--- config.mk ---
export PLATFORM = sky130hd
export DESIGN_NAME = dedup_fifo_queue_unit_flat
export DESIGN_NICKNAME = d
export VERILOG_FILES = /design/src/sv/dfq_pkg.sv /design/src/sv/dfq_if.sv /design/src/sv/dfq_ram.sv /design/src/sv/dedup_fifo_queue_unit.sv /design/src/flat_wrapper.sv
export SDC_FILE = /design/constraint.sdc
export NUM_CORES = 1
export LEC_CHECK = 0
export BUFFER_PORTS_ARGS = -buffer_cell sky130_fd_sc_hd__buf_2
export CORE_MARGIN = 5
export CORE_UTILIZATION = 27
export CTS_CLUSTER_DIAMETER = 150
export DETAILED_ROUTE_END_ITERATION = 12
export GPL_ROUTABILITY_DRIVEN = 0
export GPL_TIMING_DRIVEN = 0
export PLACE_DENSITY = 0.39
export SLEW_MARGIN = 20
export SYNTH_ARGS = -nofsm -noshare
export SYNTH_HDL_FRONTEND = slang
export SYNTH_HIERARCHICAL = 1
export SYNTH_SLANG_ARGS = --single-unit
--- constraint.sdc ---
create_clock -name clk -period 10.8 [get_ports clk]
set_input_delay 2.16 -clock clk [delete_from_list [all_inputs] [get_ports clk]]
set_output_delay 2.16 -clock clk [all_outputs]
set_load 0.05 [all_outputs]
--- src/sv/dfq_pkg.sv ---
// ----------------------------------------------------------------------------
// dfq_pkg
// shared types and constants of the deduplicating fifo queue
// ----------------------------------------------------------------------------
`default_nettype none

package dfq_pkg;

    localparam int DATA_W  = 32;
    localparam int VALUE_W = 31;

    localparam logic [DATA_W-1:0] FAIL_VALUE = '1;

    // request kind codes
    typedef enum logic
    {
        KIND_APPEND = 1'b0,
        KIND_POP    = 1'b1
    } kind_t;

    // result status codes
    typedef enum logic [2:0]
    {
        ST_OK        = 3'd0,
        ST_NEGATIVE  = 3'd1,
        ST_DUPLICATE = 3'd2,
        ST_FULL      = 3'd3,
        ST_EMPTY     = 3'd4
    } status_t;

endpackage

`default_nettype wire

--- src/sv/dfq_if.sv ---
// ----------------------------------------------------------------------------
// dfq_req_if / dfq_rsp_if
// valid/ready channels for requests and results of the queue
// ----------------------------------------------------------------------------
`default_nettype none

interface dfq_req_if
    import dfq_pkg::*;
    ();
    logic                     valid;
    logic                     ready;
    logic                     kind;
    logic signed [DATA_W-1:0] value;

    modport source (output valid, output kind, output value, input ready);
    modport sink   (input valid, input kind, input value, output ready);
endinterface

interface dfq_rsp_if
    import dfq_pkg::*;
    ();
    logic                     valid;
    logic                     ready;
    status_t                  status;
    logic signed [DATA_W-1:0] result_value;

    modport source (output valid, output status, output result_value, input ready);
    modport sink   (input valid, input status, input result_value, output ready);
endinterface

`default_nettype wire

--- src/sv/dfq_ram.sv ---
// ----------------------------------------------------------------------------
// dfq_ram
// single-port synchronous ram, registered read, no reset
// ----------------------------------------------------------------------------
`default_nettype none

module dfq_ram
#(
    parameter int WIDTH = 31,
    parameter int DEPTH = 16
)
(
    input  wire logic                                  clk,
    input  wire logic [(DEPTH > 1 ? $clog2(DEPTH) : 1)-1:0] addr,
    input  wire logic                                  we,
    input  wire logic [WIDTH-1:0]                      wdata,
    output logic      [WIDTH-1:0]                      rdata
);

    logic [WIDTH-1:0] mem [DEPTH];

    always_ff @(posedge clk)
    begin
        if (we)
        begin
            mem[addr] <= wdata;
        end
        rdata <= mem[addr];
    end

endmodule

`default_nettype wire

--- src/sv/dedup_fifo_queue_unit.sv ---
// ----------------------------------------------------------------------------
// dedup_fifo_queue_unit
// fifo queue of non-negative 31-bit values that refuses duplicates
// ----------------------------------------------------------------------------
// The queue holds up to DEPTH values in a ring inside one single-port ram.
// Each request gives exactly one result. An append (kind 0) is refused with
// status 1 when the value is negative, status 2 when the value is already
// queued, status 3 when the queue is full (checked in that order); otherwise
// the value is written at the tail and echoed back with status 0. A pop
// (kind 1) returns and removes the oldest value, or status 4 when empty.
// Failed requests return all ones as result_value. One request is worked on
// at a time: the duplicate check reads the queued entries one per cycle
// through the single ram port, so an append to a non-empty queue scans up to
// every queued entry before it ends; pops and refused negative appends skip
// the scan. The result sits in an output register, so the next request is
// taken while a result still waits on the rsp side.
// The ram needs no clearing pass after reset: only queued entries are read.
// ----------------------------------------------------------------------------
`default_nettype none

module dedup_fifo_queue_unit
    import dfq_pkg::*;
#(
    parameter int DEPTH = 16
)
(
    input  wire logic clk,
    input  wire logic rst_n,
    dfq_req_if.sink   req,
    dfq_rsp_if.source rsp
);

    localparam int AW = (DEPTH > 1) ? $clog2(DEPTH) : 1;
    localparam int CW = $clog2(DEPTH + 1);

    typedef enum logic [1:0]
    {
        S_IDLE,
        S_SCAN,
        S_POP_WAIT,
        S_DONE
    } state_t;

    function automatic logic [AW-1:0] ring_next(input logic [AW-1:0] ptr);
        logic [AW-1:0] nxt;
        if (ptr == AW'(DEPTH - 1))
        begin
            nxt = '0;
        end
        else
        begin
            nxt = ptr + AW'(1);
        end
        return nxt;
    endfunction

    // sequencer state
    state_t              state_reg,     state_next;
    logic [VALUE_W-1:0]  value_reg,     value_next;
    logic [AW-1:0]       rd_ptr_reg,    rd_ptr_next;
    logic [AW-1:0]       wr_ptr_reg,    wr_ptr_next;
    logic [CW-1:0]       count_reg,     count_next;
    logic [AW-1:0]       scan_addr_reg, scan_addr_next;
    logic [CW-1:0]       scan_left_reg, scan_left_next;
    status_t             res_status_reg, res_status_next;
    logic [DATA_W-1:0]   res_value_reg, res_value_next;

    // output register
    logic                rsp_valid_reg,  rsp_valid_next;
    status_t             rsp_status_reg, rsp_status_next;
    logic [DATA_W-1:0]   rsp_value_reg,  rsp_value_next;

    // ram port
    logic [AW-1:0]       mem_addr;
    logic                mem_we;
    logic [VALUE_W-1:0]  mem_wdata;
    logic [VALUE_W-1:0]  mem_rdata;

    logic                req_fire;
    logic                out_free;

    assign req.ready        = (state_reg == S_IDLE);
    assign req_fire         = req.valid && req.ready;
    assign out_free         = !rsp_valid_reg || rsp.ready;

    assign rsp.valid        = rsp_valid_reg;
    assign rsp.status       = rsp_status_reg;
    assign rsp.result_value = rsp_value_reg;

    dfq_ram
    #(
        .WIDTH (VALUE_W),
        .DEPTH (DEPTH)
    )
    u_store
    (
        .clk   (clk),
        .addr  (mem_addr),
        .we    (mem_we),
        .wdata (mem_wdata),
        .rdata (mem_rdata)
    );

    always_comb
    begin
        state_next      = state_reg;
        value_next      = value_reg;
        rd_ptr_next     = rd_ptr_reg;
        wr_ptr_next     = wr_ptr_reg;
        count_next      = count_reg;
        scan_addr_next  = scan_addr_reg;
        scan_left_next  = scan_left_reg;
        res_status_next = res_status_reg;
        res_value_next  = res_value_reg;
        rsp_valid_next  = rsp_valid_reg && !rsp.ready;
        rsp_status_next = rsp_status_reg;
        rsp_value_next  = rsp_value_reg;
        mem_addr        = rd_ptr_reg;
        mem_we          = 1'b0;
        mem_wdata       = value_reg;

        unique case (state_reg)
            S_IDLE:
            begin
                if (req_fire)
                begin
                    value_next = req.value[VALUE_W-1:0];
                    state_next = S_DONE;
                    if (req.kind == KIND_POP)
                    begin
                        if (count_reg == '0)
                        begin
                            res_status_next = ST_EMPTY;
                            res_value_next  = FAIL_VALUE;
                        end
                        else
                        begin
                            // head entry read issued now
                            mem_addr   = rd_ptr_reg;
                            state_next = S_POP_WAIT;
                        end
                    end
                    else if (req.value[DATA_W-1])
                    begin
                        res_status_next = ST_NEGATIVE;
                        res_value_next  = FAIL_VALUE;
                    end
                    else if (count_reg == '0)
                    begin
                        // empty queue: nothing to scan, store the request value at once
                        mem_addr        = wr_ptr_reg;
                        mem_we          = 1'b1;
                        mem_wdata       = req.value[VALUE_W-1:0];
                        value_next      = req.value[VALUE_W-1:0];
                        wr_ptr_next     = ring_next(wr_ptr_reg);
                        count_next      = count_reg + CW'(1);
                        res_status_next = ST_OK;
                        res_value_next  = {1'b0, req.value[VALUE_W-1:0]};
                    end
                    else
                    begin
                        mem_addr       = rd_ptr_reg;
                        scan_addr_next = ring_next(rd_ptr_reg);
                        scan_left_next = count_reg;
                        state_next     = S_SCAN;
                    end
                end
            end

            S_SCAN:
            begin
                // mem_rdata holds the entry read in the previous cycle
                if (mem_rdata == value_reg)
                begin
                    res_status_next = ST_DUPLICATE;
                    res_value_next  = FAIL_VALUE;
                    state_next      = S_DONE;
                end
                else if (scan_left_reg == CW'(1))
                begin
                    state_next = S_DONE;
                    if (count_reg == CW'(DEPTH))
                    begin
                        res_status_next = ST_FULL;
                        res_value_next  = FAIL_VALUE;
                    end
                    else
                    begin
                        mem_addr        = wr_ptr_reg;
                        mem_we          = 1'b1;
                        wr_ptr_next     = ring_next(wr_ptr_reg);
                        count_next      = count_reg + CW'(1);
                        res_status_next = ST_OK;
                        res_value_next  = {1'b0, value_reg};
                    end
                end
                else
                begin
                    mem_addr       = scan_addr_reg;
                    scan_addr_next = ring_next(scan_addr_reg);
                    scan_left_next = scan_left_reg - CW'(1);
                end
            end

            S_POP_WAIT:
            begin
                rd_ptr_next     = ring_next(rd_ptr_reg);
                count_next      = count_reg - CW'(1);
                res_status_next = ST_OK;
                res_value_next  = {1'b0, mem_rdata};
                state_next      = S_DONE;
            end

            S_DONE:
            begin
                if (out_free)
                begin
                    rsp_valid_next  = 1'b1;
                    rsp_status_next = res_status_reg;
                    rsp_value_next  = res_value_reg;
                    state_next      = S_IDLE;
                end
            end

            default:
            begin
                state_next = S_IDLE;
            end
        endcase
    end

    always_ff @(posedge clk or negedge rst_n)
    begin
        if (!rst_n)
        begin
            state_reg     <= S_IDLE;
            rd_ptr_reg    <= '0;
            wr_ptr_reg    <= '0;
            count_reg     <= '0;
            rsp_valid_reg <= 1'b0;
        end
        else
        begin
            state_reg     <= state_next;
            rd_ptr_reg    <= rd_ptr_next;
            wr_ptr_reg    <= wr_ptr_next;
            count_reg     <= count_next;
            rsp_valid_reg <= rsp_valid_next;
        end
    end

    // payload registers
    always_ff @(posedge clk)
    begin
        value_reg      <= value_next;
        scan_addr_reg  <= scan_addr_next;
        scan_left_reg  <= scan_left_next;
        res_status_reg <= res_status_next;
        res_value_reg  <= res_value_next;
        rsp_status_reg <= rsp_status_next;
        rsp_value_reg  <= rsp_value_next;
    end

    // occupancy never goes past the ring size
    assert property (@(posedge clk) disable iff (!rst_n)
        count_reg <= CW'(DEPTH))
    else $error("entry count above depth");

    // one request in flight: no new request the cycle after one is taken
    assert property (@(posedge clk) disable iff (!rst_n)
        req_fire |=> !req.ready)
    else $error("request taken while busy");

    // occupancy moves by at most one per cycle
    assert property (@(posedge clk) disable iff (!rst_n)
        1'b1 |=> (count_reg == $past(count_reg)
               || count_reg == $past(count_reg) + CW'(1)
               || count_reg == $past(count_reg) - CW'(1)))
    else $error("entry count jumped");

    // failed results carry all ones, ok results are non-negative
    assert property (@(posedge clk) disable iff (!rst_n)
        (rsp.valid && rsp.status != ST_OK) |-> rsp.result_value == FAIL_VALUE)
    else $error("failed result without all-ones value");

    assert property (@(posedge clk) disable iff (!rst_n)
        (rsp.valid && rsp.status == ST_OK) |-> !rsp.result_value[DATA_W-1])
    else $error("ok result is negative");

endmodule

`default_nettype wire
--- src/flat_wrapper.sv ---
// flat-port wrapper written by rule: the top's interface ports become plain ports
module dedup_fifo_queue_unit_flat import dfq_pkg::*;
#(
    parameter int DEPTH = 16
)
  (clk, rst_n, req_valid, req_kind, req_value, req_ready, rsp_valid, rsp_status, rsp_result_value, rsp_ready);
  dfq_req_if req_i ();
  dfq_rsp_if rsp_i ();
  input  wire logic clk;
  input  wire logic rst_n;
  input wire logic [$bits(req_i.valid)-1:0] req_valid;
  input wire logic [$bits(req_i.kind)-1:0] req_kind;
  input wire logic [$bits(req_i.value)-1:0] req_value;
  output wire logic [$bits(req_i.ready)-1:0] req_ready;
  output wire logic [$bits(rsp_i.valid)-1:0] rsp_valid;
  output wire logic [$bits(rsp_i.status)-1:0] rsp_status;
  output wire logic [$bits(rsp_i.result_value)-1:0] rsp_result_value;
  input wire logic [$bits(rsp_i.ready)-1:0] rsp_ready;
  assign req_i.valid = req_valid;
  assign req_i.kind = req_kind;
  assign req_i.value = req_value;
  assign req_ready = req_i.ready;
  assign rsp_valid = rsp_i.valid;
  assign rsp_status = rsp_i.status;
  assign rsp_result_value = rsp_i.result_value;
  assign rsp_i.ready = rsp_ready;
  dedup_fifo_queue_unit #(.DEPTH(DEPTH)) u_core (.clk(clk), .rst_n(rst_n), .req(req_i), .rsp(rsp_i));
endmodule
; ---- After elaboration in Yosys (flattened, before gate mapping)
; Memories as Yosys holds them, arrays and structs flattened. A register that Yosys moved wholly into a read port is not among the register bits.
; Cells that the tools add are included.
; W data, S select, Z words.
[classes]
add_sub_neg = 6
n_eq_ne = 22
n_mux = 85
reduce_logical = 16
[op_table]
columns = op, count
row1 = $mux W32, 8
row2 = $mux W31, 5
row3 = $pmux W32 S3, 1
row4 = $mux W4, 23
row5 = $mux W5, 13
row6 = $eq A31 B31 Y1, 1
row7 = $pmux W4 S2, 3
row8 = $mux W3, 7
row9 = $mux W2, 8
row10 = $ne A2 B2 Y1 const B, 8
row11 = $reduce_and A8 Y1, 2
row12 = $pmux W5 S3, 1
row13 = $add A4 B1 Y4 const B, 3
row14 = $eq A4 B4 Y1 const B, 3
row15 = $mux W1, 12
row16 = $pmux W5 S2, 1
row17 = $sub A5 B1 Y5 const B, 2
row18 = $pmux W3 S3, 1
row19 = $pmux W2 S4, 1
row20 = $reduce_and A7 Y1, 1
row21 = $ne A3 B3 Y1 const B, 2
row22 = $add A5 B1 Y5 const B, 1
row23 = $eq A5 B1 Y1 const B, 1
row24 = $eq A5 B5 Y1 const B, 1
row25 = other kinds (15), 20
[totals]
ff_bits = 126
ram_bits = 496
inputBits = 37
out_inout_bits = 37
wordCells = 142
n_memories = 1
[memory_table]
columns = memory, depth, word_bits, read_ports, rd_clocked_by_memory_dff, wr, line
row1 = u_core.u_store.mem, 16, 31, 1, 1, 1, dfq_ram.sv:20  ; logic [WIDTH-1:0] mem [DEPTH];

; ---- Logic depth before layout (Yosys ltp)
; Gate-level depths: netlist of the first run.
[logic_depth]
depth_word = 8
ltp_mapped = 14
mapped_depth_nobuf = 10

; ---- Hierarchy
; Netlist of the first run, hierarchy kept.
[by_module_without_submodules]
columns = module, n_inst, cells_per_inst, area_per_inst_um2, seq_area_each_um2
row1 = dfq_ram, 1, 814, 19263.5, 15514.9
row2 = dedup_fifo_queue_unit, 1, 589, 6381.1, 3703.6

; ---- Worst setup path before layout of the first run
; No wires, ideal clock.
[synth_path]
kind = input port to flip-flop
from = in req_value[31]
to = mem u_core.u_store.mem[0][0] (enable)
t_arrival_ps = 5981
setup_slack_ps = 4361
cell_stages = 7
n_path_buf = 0
cell_sequence = nor2_1 > nand4_4 > o21ai_1 > a21oi_1 > a311o_1 > or3b_2 > nor3_1
[synth_between]
elab_cells_between_ends = 10
classes_between = mux: 10
[synth_rtl]
columns = item, line
row1 = from (decl), flat_wrapper.sv:13  ; input wire logic [$bits(req_i.value)-1:0] req_value;
row2 = $mux W4, dedup_fifo_queue_unit.sv:143  ; else if (req.value[DATA_W-1])
row3 = $mux W4, dedup_fifo_queue_unit.sv:129  ; if (req.kind == KIND_POP)
row4 = $mux W4, dedup_fifo_queue_unit.sv:125  ; if (req_fire)
row5 = $pmux W4 S2, dedup_fifo_queue_unit.sv:122  ; unique case (state_reg)
row6 = net u_core.mem_addr[3], dedup_fifo_queue_unit.sv:74  ; logic [AW-1:0] mem_addr;
row7 = to (decl), dfq_ram.sv:20
; The timed path passes the listed nets, and every way through them passes these cells.

; ---- Worst setup path after layout of the first run
[layout_path]
from = in req_kind
to = mem u_core.u_store.mem[7][14] (enable)
[layout_between]
elab_cells_between_ends = 8
classes_between = mux: 8
[layout_rtl]
columns = item, line
row1 = from (decl), flat_wrapper.sv:12  ; input wire logic [$bits(req_i.kind)-1:0] req_kind;
row2 = $mux W4, dedup_fifo_queue_unit.sv:129
row3 = $mux W4, dedup_fifo_queue_unit.sv:125
row4 = $pmux W4 S2, dedup_fifo_queue_unit.sv:122
row5 = net u_core.mem_addr[1], dedup_fifo_queue_unit.sv:74
; The timed path passes the listed nets, and every way through them passes these cells.

==> impl_metrics.json, run 1 <==
{
  "outcome": "complete, no violations",
  "clkTransAtPathRegs_ns": 0.06,
  "syn_inst": 1403,
  "grt_use_total_pct": 15.1,
  "synth_cell_types": 59,
  "antenna_found_initial": 2,
  "nFillCells": 9026,
  "grt_overflow": 0,
  "skew_ns": 0.0211,
  "grt_pass1_vias": 14500,
  "drv_slew": 0,
  "design_area_sq_um": 30900,
  "synth_edf_count": 606,
  "fin_hold_ws_ns": 0.417,
  "cts_sinks": 653,
  "io_buffer_count": 73,
  "crit_fanout": 13,
  "critPathMaxStageDelay_ns": 0.55,
  "die_area_sq_um": 101000,
  "placed_area_sq_um": 28500,
  "crit_buf_inv": 7,
  "crit_start": "req_kind",
  "fin_crit_sh_pct": 54.5,
  "fmax_mhz": 170,
  "num_vias": 13800,
  "synthesis.nets": 1453,
  "cp_top_family": "buffers and inverters",
  "drtPass1Iterations": 5,
  "chipHeight_um": 318,
  "crit_chain": "buf_2 -> nor2_1 -> and4_1 -> buf_4 -> a211oi_1 -> o32ai_1 -> buf_2 -> buf_2 -> buf_1 -> nand2_1 -> nor2_4 -> buf_16 -> buf_12",
  "cts_made_buffers": 72,
  "timing.slew.headroom_pct": 26.7,
  "post_drt_wl_per_cell_um": 26.6,
  "synth_area_sq_um": 25600,
  "avgSynthCellArea_sq_um": 18.3,
  "core_sq_um": 94600,
  "rr_startpoint": "u_core/value_reg[29]",
  "synth_area_leaders": "edfxtp_1, mux4_2, nand2_1, a22oi_1, dfxtp_1",
  "fin_tns_setup_ns": 0,
  "drc": 0,
  "clock_latency_ns": 0.61,
  "yosys.area.top_type": "edfxtp_1",
  "hold_viol_final": 0,
  "dp_hpwl_mm": 53.0,
  "drive_gt1_share_pct": 25.2,
  "drt-initial-drc-count": 1139,
  "stdcell_count": 2921,
  "cts.path.max_buffers": 3,
  "maxCapViolCount": 0,
  "grt_pass1_wl_mm": 110,
  "finalSetupViolations": 0,
  "cp.required_ns": 11.11,
  "yosysWarnings": 6,
  "power.leakage_nw": 10.2,
  "synth_seq_area_share_pct": 74.9,
  "drt-total-wl_mm": 77.7,
  "final_cell_mix": "edfxtp_1, nand2_1, mux4_2",
  "crit_arrival_ns": 6.19,
  "htree_levels": 3,
  "synth_top_area_share_pct": 71.0,
  "worstMarginPinSlew_ns": 1.10,
  "path_depth": 13,
  "antenna_left": 0,
  "cts_tree": "built",
  "vias_per_cell": 4.73,
  "std_cell_rows": 113,
  "dp.cells": 2788,
  "grt_max_degree": 36,
  "rsz0062_at_grt": "false",
  "min-delay-start": "u_core/res_value_reg[1]",
  "synthFlopType": "edfxtp_1",
  "largest_register_ffs": 496,
  "slowest_stage": "buf_1",
  "hold_buffers": 0,
  "pwr_density_cell_nw_per_um2": 315,
  "rrSetupSlack_ns": 5.19,
  "r2r_cells": 14,
  "syn_to_final_growth_pct": 20.4,
  "async_flop_share_pct": 2.45,
  "post-route-min-period_ns": 5.89,
  "end_kind": "flop",
  "chipWidth_um": 318,
  "ir_drop_v": 0.000145,
  "crit_path_start_kind": "input pin",
  "critPathMostFrequentCell": "buf_2",
  "hold_path_class": "flop to flop",
  "reg2reg_to": "u_core/u_store/mem[7][14]",
  "path_class": "input pin to flop",
  "cts-root-buf": "clkbuf_16",
  "cp-endpoint": "u_core/u_store/mem[7][14]",
  "initial_core_util_pct": 27.1,
  "cts_setup_buffers": 0,
  "num_io_pins": 74,
  "final_common_cell": "edfxtp_1",
  "synth-seq-cells": 653,
  "post_cts_resized": 0,
  "fin_nets": 1647
}
-- cell usage after synthesis, types with 8 or more instances --
cell and number:
buf_6 9, inv_1 12, mux4_2 124, o21ai_0 40
xor2_1 33, a22oi_1 94, nor2_1 32, buf_2 16
xnor2_1 9, nand2_1 200, dfxtp_1 31, buf_1 8
a21oi_1 17, ha_1 12, clkbuf_1 43, dfrtp_1 16
edfxtp_1 606
-- power by group --
group	internal [mW]	switching, mW
Sequential	3.22	0.149
Combinational	1.38	2.54
Clock	1.44	1.01
-- logic make-up after synthesis --
logic type,count (synthesis),synth area share (%)
flip-flops,653,74.9
AND/OR/NAND/NOR,280,4.71
AO/OA/AOI/OAI,183,4.90
multiplexers,141,11.6
buffers and inverters,91,1.71
XOR/XNOR,42,1.43
adder cells (fa/ha/maj),13,0.664
-- cell type report --
class / count / area, sq um / share of cell area [%]
plain buffers: 79 / 393 / 1.27
inverters: 12 / 45.0 / 0.146
well taps: 1265 / 1580 / 5.13
repair buffers: 120 / 1190 / 3.86
diodes: 2 / 5.00 / 0.0162
multi-input cells: 659 / 6120 / 19.8
clock buffers: 91 / 1970 / 6.37
flip-flops and latches: 653 / 19200 / 62.2
clock inverters: 40 / 362 / 1.17
-- metal layers --
| metal | global-route usage (%) | wire [um] | vias to the layer above |
|---|---|---|---|
| met4 | 4.35 | 2170 | 0 |
| met1 | 21.9 | 36400 | 7317 |
| met2 | 23.2 | 34800 | 411 |
| met3 | 2.89 | 4290 | 115 |
| li1 | - | - | 5967 |
| met5 | 0 | 0 | - |
-- through the flow --
step	setup slack, ns	power (mW)	util, %
after floorplan	4.36	5.87	-
after global routing	4.78	10.2	32.6
after CTS	4.99	9.86	32.6
after global placement	-0.240	7.34	29.2
after detailed placement	4.29	7.38	30.2
final	4.91	9.73	32.6
-- worst min path at each step --
stage | cells past startpoint | slack (ns) | end
CTS | 0 | 0.42 | u_core/rsp.status[0]
finish | 0 | 0.42 | u_core/rsp.result_value[1]
floorplan | 0 | 0.40 | u_core/rsp.result_value[0]
global placement | 0 | 0.40 | u_core/rsp.result_value[2]
detailed placement | 0 | 0.40 | u_core/rsp.status[0]
global route | 0 | 0.42 | u_core/rsp.status[0]
Note: power is estimated with default switching activity, not from simulation.
==> run 2: changes to the inputs <==
Settings changed: ABC_AREA set to 1, PLACE_DENSITY 0.39 to 0.4.
Clock period 10.8 ns to 5.3 ns, I/O delays scaled along.
==> run 2 against run 1 <==
First-iteration DRC count grew 12%. Design area grew 9.1%. Clock power grew 110%. Synthesized area grew 9.5%. Global-route usage shrank 0.091 points. Register-to-register slack lost 4.5 ns. Flip-flop and latch count is the same. Non-clock buffer count grew 42. Worst setup slack lost 4.2 ns. Clock skew is essentially flat.
==> impl_metrics.json, run 2 <==
{
  "fin_crit_sh_pct": 86.8,
  "drt-total-wl_mm": 84.7,
  "yosys.area.top_type": "edfxtp_1",
  "cts_made_buffers": 76,
  "yosys.area_share.adder_pct": 0.606,
  "cp.required_ns": 5.62,
  "critPathMaxStageDelay_ns": 0.64,
  "synth_edf_count": 606,
  "grt_overflow": 0,
  "rsz0062_at_grt": "false",
  "finalSetupViolations": 0,
  "crit_buf_inv": 3,
  "post_cts_resized": 0,
  "crit_fanout": 20,
  "drtPass1Iterations": 6,
  "end_kind": "flop",
  "grt_max_degree": 27,
  "async_flop_share_pct": 2.45,
  "synth_top_area_share_pct": 64.8,
  "cts.path.max_buffers": 3,
  "skew_ns": 0.0211,
  "cts_setup_buffers": 0,
  "cts_sinks": 653,
  "io_buffer_count": 73,
  "largest_register_ffs": 496,
  "fmax_mhz": 217,
  "drt-initial-drc-count": 1279,
  "avgSynthCellArea_sq_um": 10.2,
  "synth_seq_area_share_pct": 68.4,
  "timing.slew.headroom_pct": 38.1,
  "std_cell_rows": 118,
  "hold_viol_final": 0,
  "dp.cells": 4261,
  "yosysWarnings": 6,
  "slowest_stage": "nor2_1",
  "power.leakage_nw": 13.9,
  "drive_gt1_share_pct": 12.1,
  "yosys-mux-area-fraction_pct": 0,
  "fin_hold_ws_ns": 0.361,
  "cp_top_family": "simple AND/OR/NAND/NOR gates",
  "synth_compound_area_share_pct": 2.82,
  "critPathMostFrequentCell": "nand2_1",
  "path_class": "flop to flop",
  "grt_pass1_vias": 18900,
  "clock_latency_ns": 0.63,
  "die_area_sq_um": 111000,
  "synth_xor_area_share_pct": 0.998,
  "hold_path_class": "input pin to asynchronous set/reset pin",
  "maxCapViolCount": 0,
  "drc": 0,
  "post-route-min-period_ns": 4.60,
  "antenna_left": 0,
  "stdcell_count": 4400,
  "crit_path_start_kind": "flop",
  "ir_drop_v": 0.000282,
  "antenna_found_initial": 7,
  "synthFlopType": "edfxtp_1",
  "cts_tree": "built",
  "p_clk_share_pct": 22.7,
  "synth_common_cells": "nand2_1, edfxtp_1, inv_1, o21ai_0, a21oi_1",
  "p_int_mw": 12.8,
  "switching_share_pct": 44.7,
  "grt_pass1_wl_mm": 125,
  "syn_inst": 2762,
  "cts-root-buf": "clkbuf_16",
  "core_sq_um": 103000,
  "num_io_pins": 74,
  "synth-seq-cells": 653,
  "vias_per_cell": 4.34,
  "worstMarginPinSlew_ns": 0.928,
  "outcome": "complete, no violations",
  "clkTransAtPathRegs_ns": 0.06,
  "synth_area_leaders": "edfxtp_1, nand2_1, dfxtp_1, inv_1, dfrtp_1",
  "synth_area_sq_um": 28100,
  "initial_core_util_pct": 27.2,
  "final_cell_mix": "nand2_1, edfxtp_1, inv_1",
  "htree_levels": 3,
  "chipWidth_um": 332,
  "num_vias": 19100,
  "final_common_cell": "nand2_1",
  "totalPowerFinal_mw": 23.1,
  "pwr_density_cell_nw_per_um2": 686,
  "grt_use_total_pct": 15.0,
  "hold_buffers": 0,
  "crit_chain": "xnor2_1 -> nand2_1 -> nor2_1 -> nand2_1 -> nor2_4 -> nand2_4 -> nand2_1 -> o21ai_0 -> nand2_1 -> nand3_1 -> nor2_1 -> clkbuf_1 -> inv_1 -> nor2_4 -> buf_16",
  "synth_top_family_by_area": "simple AND/OR/NAND/NOR gates",
  "comb_power_share_pct": 47.3,
  "post_drt_wl_per_cell_um": 19.2,
  "sequentialPowerShare_pct": 30.0,
  "syn_to_final_growth_pct": 20.0,
  "fin_nets": 3009,
  "drv_slew": 0,
  "p_switching_mw": 10.3,
  "yosysMostFrequentCell": "nand2_1",
  "yosys.area_share.simple_pct": 22.5,
  "crit_arrival_ns": 4.91,
  "chipHeight_um": 332,
  "dp_hpwl_mm": 61.9,
  "synth_cell_types": 40,
  "synthesis.nets": 2812
}
[run 2: changes by cell type in the layout (fill, tap and decap cells not counted), sizes merged, moves of 24 or more]
cell   previous run  this run
buf             155       199
xor2             33         9
mux4            124         0
o21ai            41       103
a22oi            95         0
a21oi            17        47
nand3             7        42
inv              15       145
nand2           201      1550
[run 2: stage by stage]
stage,setup slack (ns),util (%),setup TNS (ns),cell area [sq um]
final,0.701,32.6,0,33700
after global routing,0.478,32.6,0,33700
after CTS,0.703,32.6,0,33700
after detailed placement,0.480,30.2,0,31200
after global placement,-2.34,29.2,-1018.67,30200
after floorplan,0.635,-,0,28100
[run 2: path summary, 6_finish.rpt]
check,start,endpoint,slack [ns],cells past startpoint
worst max-delay path,u_core/value_reg[8],u_core/u_store/mem[2][12],0.70,15
worst min-delay path,rst_n,u_core/wr_ptr_reg[1],0.36,1
worst max register to register,u_core/value_reg[8],u_core/u_store/mem[2][12],0.70,15
worst min register to register,u_core/res_value_reg[10],u_core/rsp.result_value[10],0.42,0
max in group asynchronous,rst_n,u_core/wr_ptr_reg[0],4.65,1
min in group clk,u_core/res_value_reg[10],u_core/rsp.result_value[10],0.42,0
[run 2: cells by family after synthesis]
logic type / Yosys count
AOI/OAI and AO/OA: 155
buffers and inverters: 266
and+or+nand+nor: 1643
DFF: 653
adders and majority gates: 13
xor gates and xnor gates: 32
[run 2: power by group through the flow]
stage	sequential, mW	combinational [mW]	clock (mW)
2_1_floorplan	7.26	6.55	0
3_3_place_gp	7.08	10.8	0
3_5_place_dp	7.03	11.1	0
4_1_cts	6.93	11.1	5.41
5_1_grt	6.98	12.2	5.62
6_report	6.93	10.9	5.25
[run 2: per-layer routing]
layer  up-vias  share of wire (%)  routed length (um)  global-route usage (%)
met5         -                  0                   0                       0
met4         0                2.1                1770                    4.22
met3       110                4.0                3380                    2.11
met2       392                 49               41200                    25.7
met1      9236                 45               38400                    19.9
li1       9371                  -                   -                       -
[run 2: layout make-up]
class,count,area (sq um)
Inverter,144,549
Antenna cell,1,2.50
Clock buffer,102,2120
Multi-Input combinational cell,1843,7770
Timing Repair Buffer,119,1180
Buffer,122,754
Fill cell,10600,69600
Tap cell,1380,1730
Clock inverter,36,378
Sequential cell,653,19200
==> run 3: changes to the inputs <==
Settings changed: CORE_UTILIZATION 27 to 35, PLACE_DENSITY 0.4 to 0.5.
==> run 3 against run 2 <==
Routed wire length fell by 8.4%. Core utilization rose by 9.0 points. Worst hold slack improved by 0.010 ns. Global-route usage rose by 2.7 points. Die area fell by 22%. Cell count fell by 7.8%. Total power fell by 2.7%.
==> impl_metrics.json, run 3 (synthesized netlist as in run 2, its figures left out) <==
{
  "drtPass1Iterations": 5,
  "cp.required_ns": 5.61,
  "grt_pass1_vias": 18700,
  "rsz0062_at_grt": "false",
  "dp.cells": 3926,
  "initial_core_util_pct": 35.4,
  "end_kind": "flop",
  "antenna_found_initial": 2,
  "syn_to_final_growth_pct": 17.5,
  "fin_crit_sh_pct": 84.4,
  "cts_setup_buffers": 0,
  "grt_max_degree": 28,
  "ir_drop_v": 0.000253,
  "drive_gt1_share_pct": 11.8,
  "hold_path_class": "input pin to asynchronous set/reset pin",
  "vias_per_cell": 4.74,
  "core_sq_um": 79300,
  "finalSetupViolations": 0,
  "crit_arrival_ns": 4.78,
  "pwr_density_cell_nw_per_um2": 681,
  "antenna_left": 0,
  "clock_latency_ns": 0.62,
  "grt_overflow": 0,
  "drt-initial-drc-count": 1564,
  "final_common_cell": "nand2_1",
  "hold_buffers": 0,
  "grt_pass1_wl_mm": 116,
  "die_area_sq_um": 86000,
  "skew_ns": 0.0272,
  "clkTransAtPathRegs_ns": 0.06,
  "maxCapViolCount": 0,
  "path_class": "flop to flop",
  "totalPowerFinal_mw": 22.5,
  "grt_busiest_layer": "met2",
  "nFillCells": 7576,
  "crit_fanout": 20,
  "htree_levels": 3,
  "drv_slew": 0,
  "use_met3_pct": 2.83,
  "post_cts_resized": 0,
  "post-route-min-period_ns": 4.47,
  "hold_viol_final": 0,
  "fmax_mhz": 224,
  "worstMarginPinSlew_ns": 0.913,
  "cts_sinks": 653,
  "post_drt_wl_per_cell_um": 19.1,
  "power.leakage_nw": 13.8,
  "io_buffer_count": 73,
  "chipHeight_um": 293,
  "largest_register_ffs": 496,
  "cts_tree": "built",
  "stdcell_count": 4058,
  "grt_use_met1_pct": 23.9,
  "num_io_pins": 74,
  "cts_made_buffers": 73,
  "outcome": "complete, no violations",
  "timing.slew.headroom_pct": 38.5,
  "num_vias": 19200,
  "drt-total-wl_mm": 77.6,
  "fin_tns_setup_ns": 0,
  "cts-root-buf": "clkbuf_16",
  "drc": 0,
  "grtUsageMet2_pct": 29.6,
  "crit_path_start_kind": "flop",
  "dp_hpwl_mm": 55.3,
  "final_cell_mix": "nand2_1, edfxtp_1, inv_1",
  "grt_use_total_pct": 17.7,
  "fin_nets": 3001,
  "chipWidth_um": 293,
  "cts.path.max_buffers": 3,
  "std_cell_rows": 103
}
[run 3: changes by cell type in the layout (fill, tap and decap cells not counted), sizes merged]
cell,before,now
inv,145,144
bufinv,7,5
buf,199,194
diode,1,2
clkbuf,144,139
[run 3: final timing paths]
path	start	to	slack, ns	cells past startpoint
worst max register to register	u_core/value_reg[0]	u_core/u_store/mem[3][10]	0.83	15
worst min-delay path	rst_n	u_core/state_reg[1]	0.37	1
worst max-delay path	u_core/value_reg[0]	u_core/u_store/mem[3][10]	0.83	15
max in group asynchronous	rst_n	u_core/wr_ptr_reg[3]	4.65	1
min in group clk	u_core/res_status_reg[1]	u_core/rsp.status[1]	0.42	0
worst min register to register	u_core/res_status_reg[1]	u_core/rsp.status[1]	0.42	0
[run 3: metrics by stage]
stage	utilization (%)	cell area (sq um)	worst slack (ns)	hold slack (ns)
global route	41.6	33000	0.721	0.375
floorplan	-	28100	0.635	0.400
detailed placement	38.7	30700	0.618	0.405
finish	41.6	33000	0.828	0.371
global placement	37.5	29800	-1.88	0.402
CTS	41.6	33000	0.902	0.341
[run 3: worst max-delay path: stages, from the launching register on]
cell,delay [ns]
edfxtp_1,0.43
xnor2_1,0.18
nand2_1,0.09
nor2_1,0.17
nand2_1,0.11
nor2_4,0.22
nand2_4,0.14
nand2_1,0.08
o21ai_0,0.07
nand2_1,0.07
nand3_1,0.28
nor2_1,0.67
clkbuf_1,0.51
inv_1,0.32
nor2_4,0.57
buf_16,0.24
[run 3: layout make-up]
cell class	count	area, sq um	share of cell area, %
Sequential cell	653	19200	58.2
Buffer	122	754	2.29
Clock inverter	33	328	0.993
Antenna cell	2	5.00	0.0152
Tap cell	1050	1310	3.98
Clock buffer	97	2020	6.12
Inverter	144	549	1.66
Timing Repair Buffer	114	1050	3.19
Multi-Input combinational cell	1843	7760	23.5
[run 3: routing by layer]
| metal | part of all wire, % | routed length, um | up-vias |
|---|---|---|---|
| li1 | - | - | 9354 |
| met1 | 44 | 34500 | 9207 |
| met2 | 48 | 37000 | 550 |
| met3 | 5.6 | 4370 | 110 |
| met4 | 2.3 | 1770 | 0 |
| met5 | 0 | 0 | - |
[run 3: report_power, final]
part | internal (mW) | switching [mW] | total [mW]
registers | 6.62 | 0.296 | 6.92
logic | 2.96 | 7.65 | 10.6
clock network | 2.93 | 2.02 | 4.95
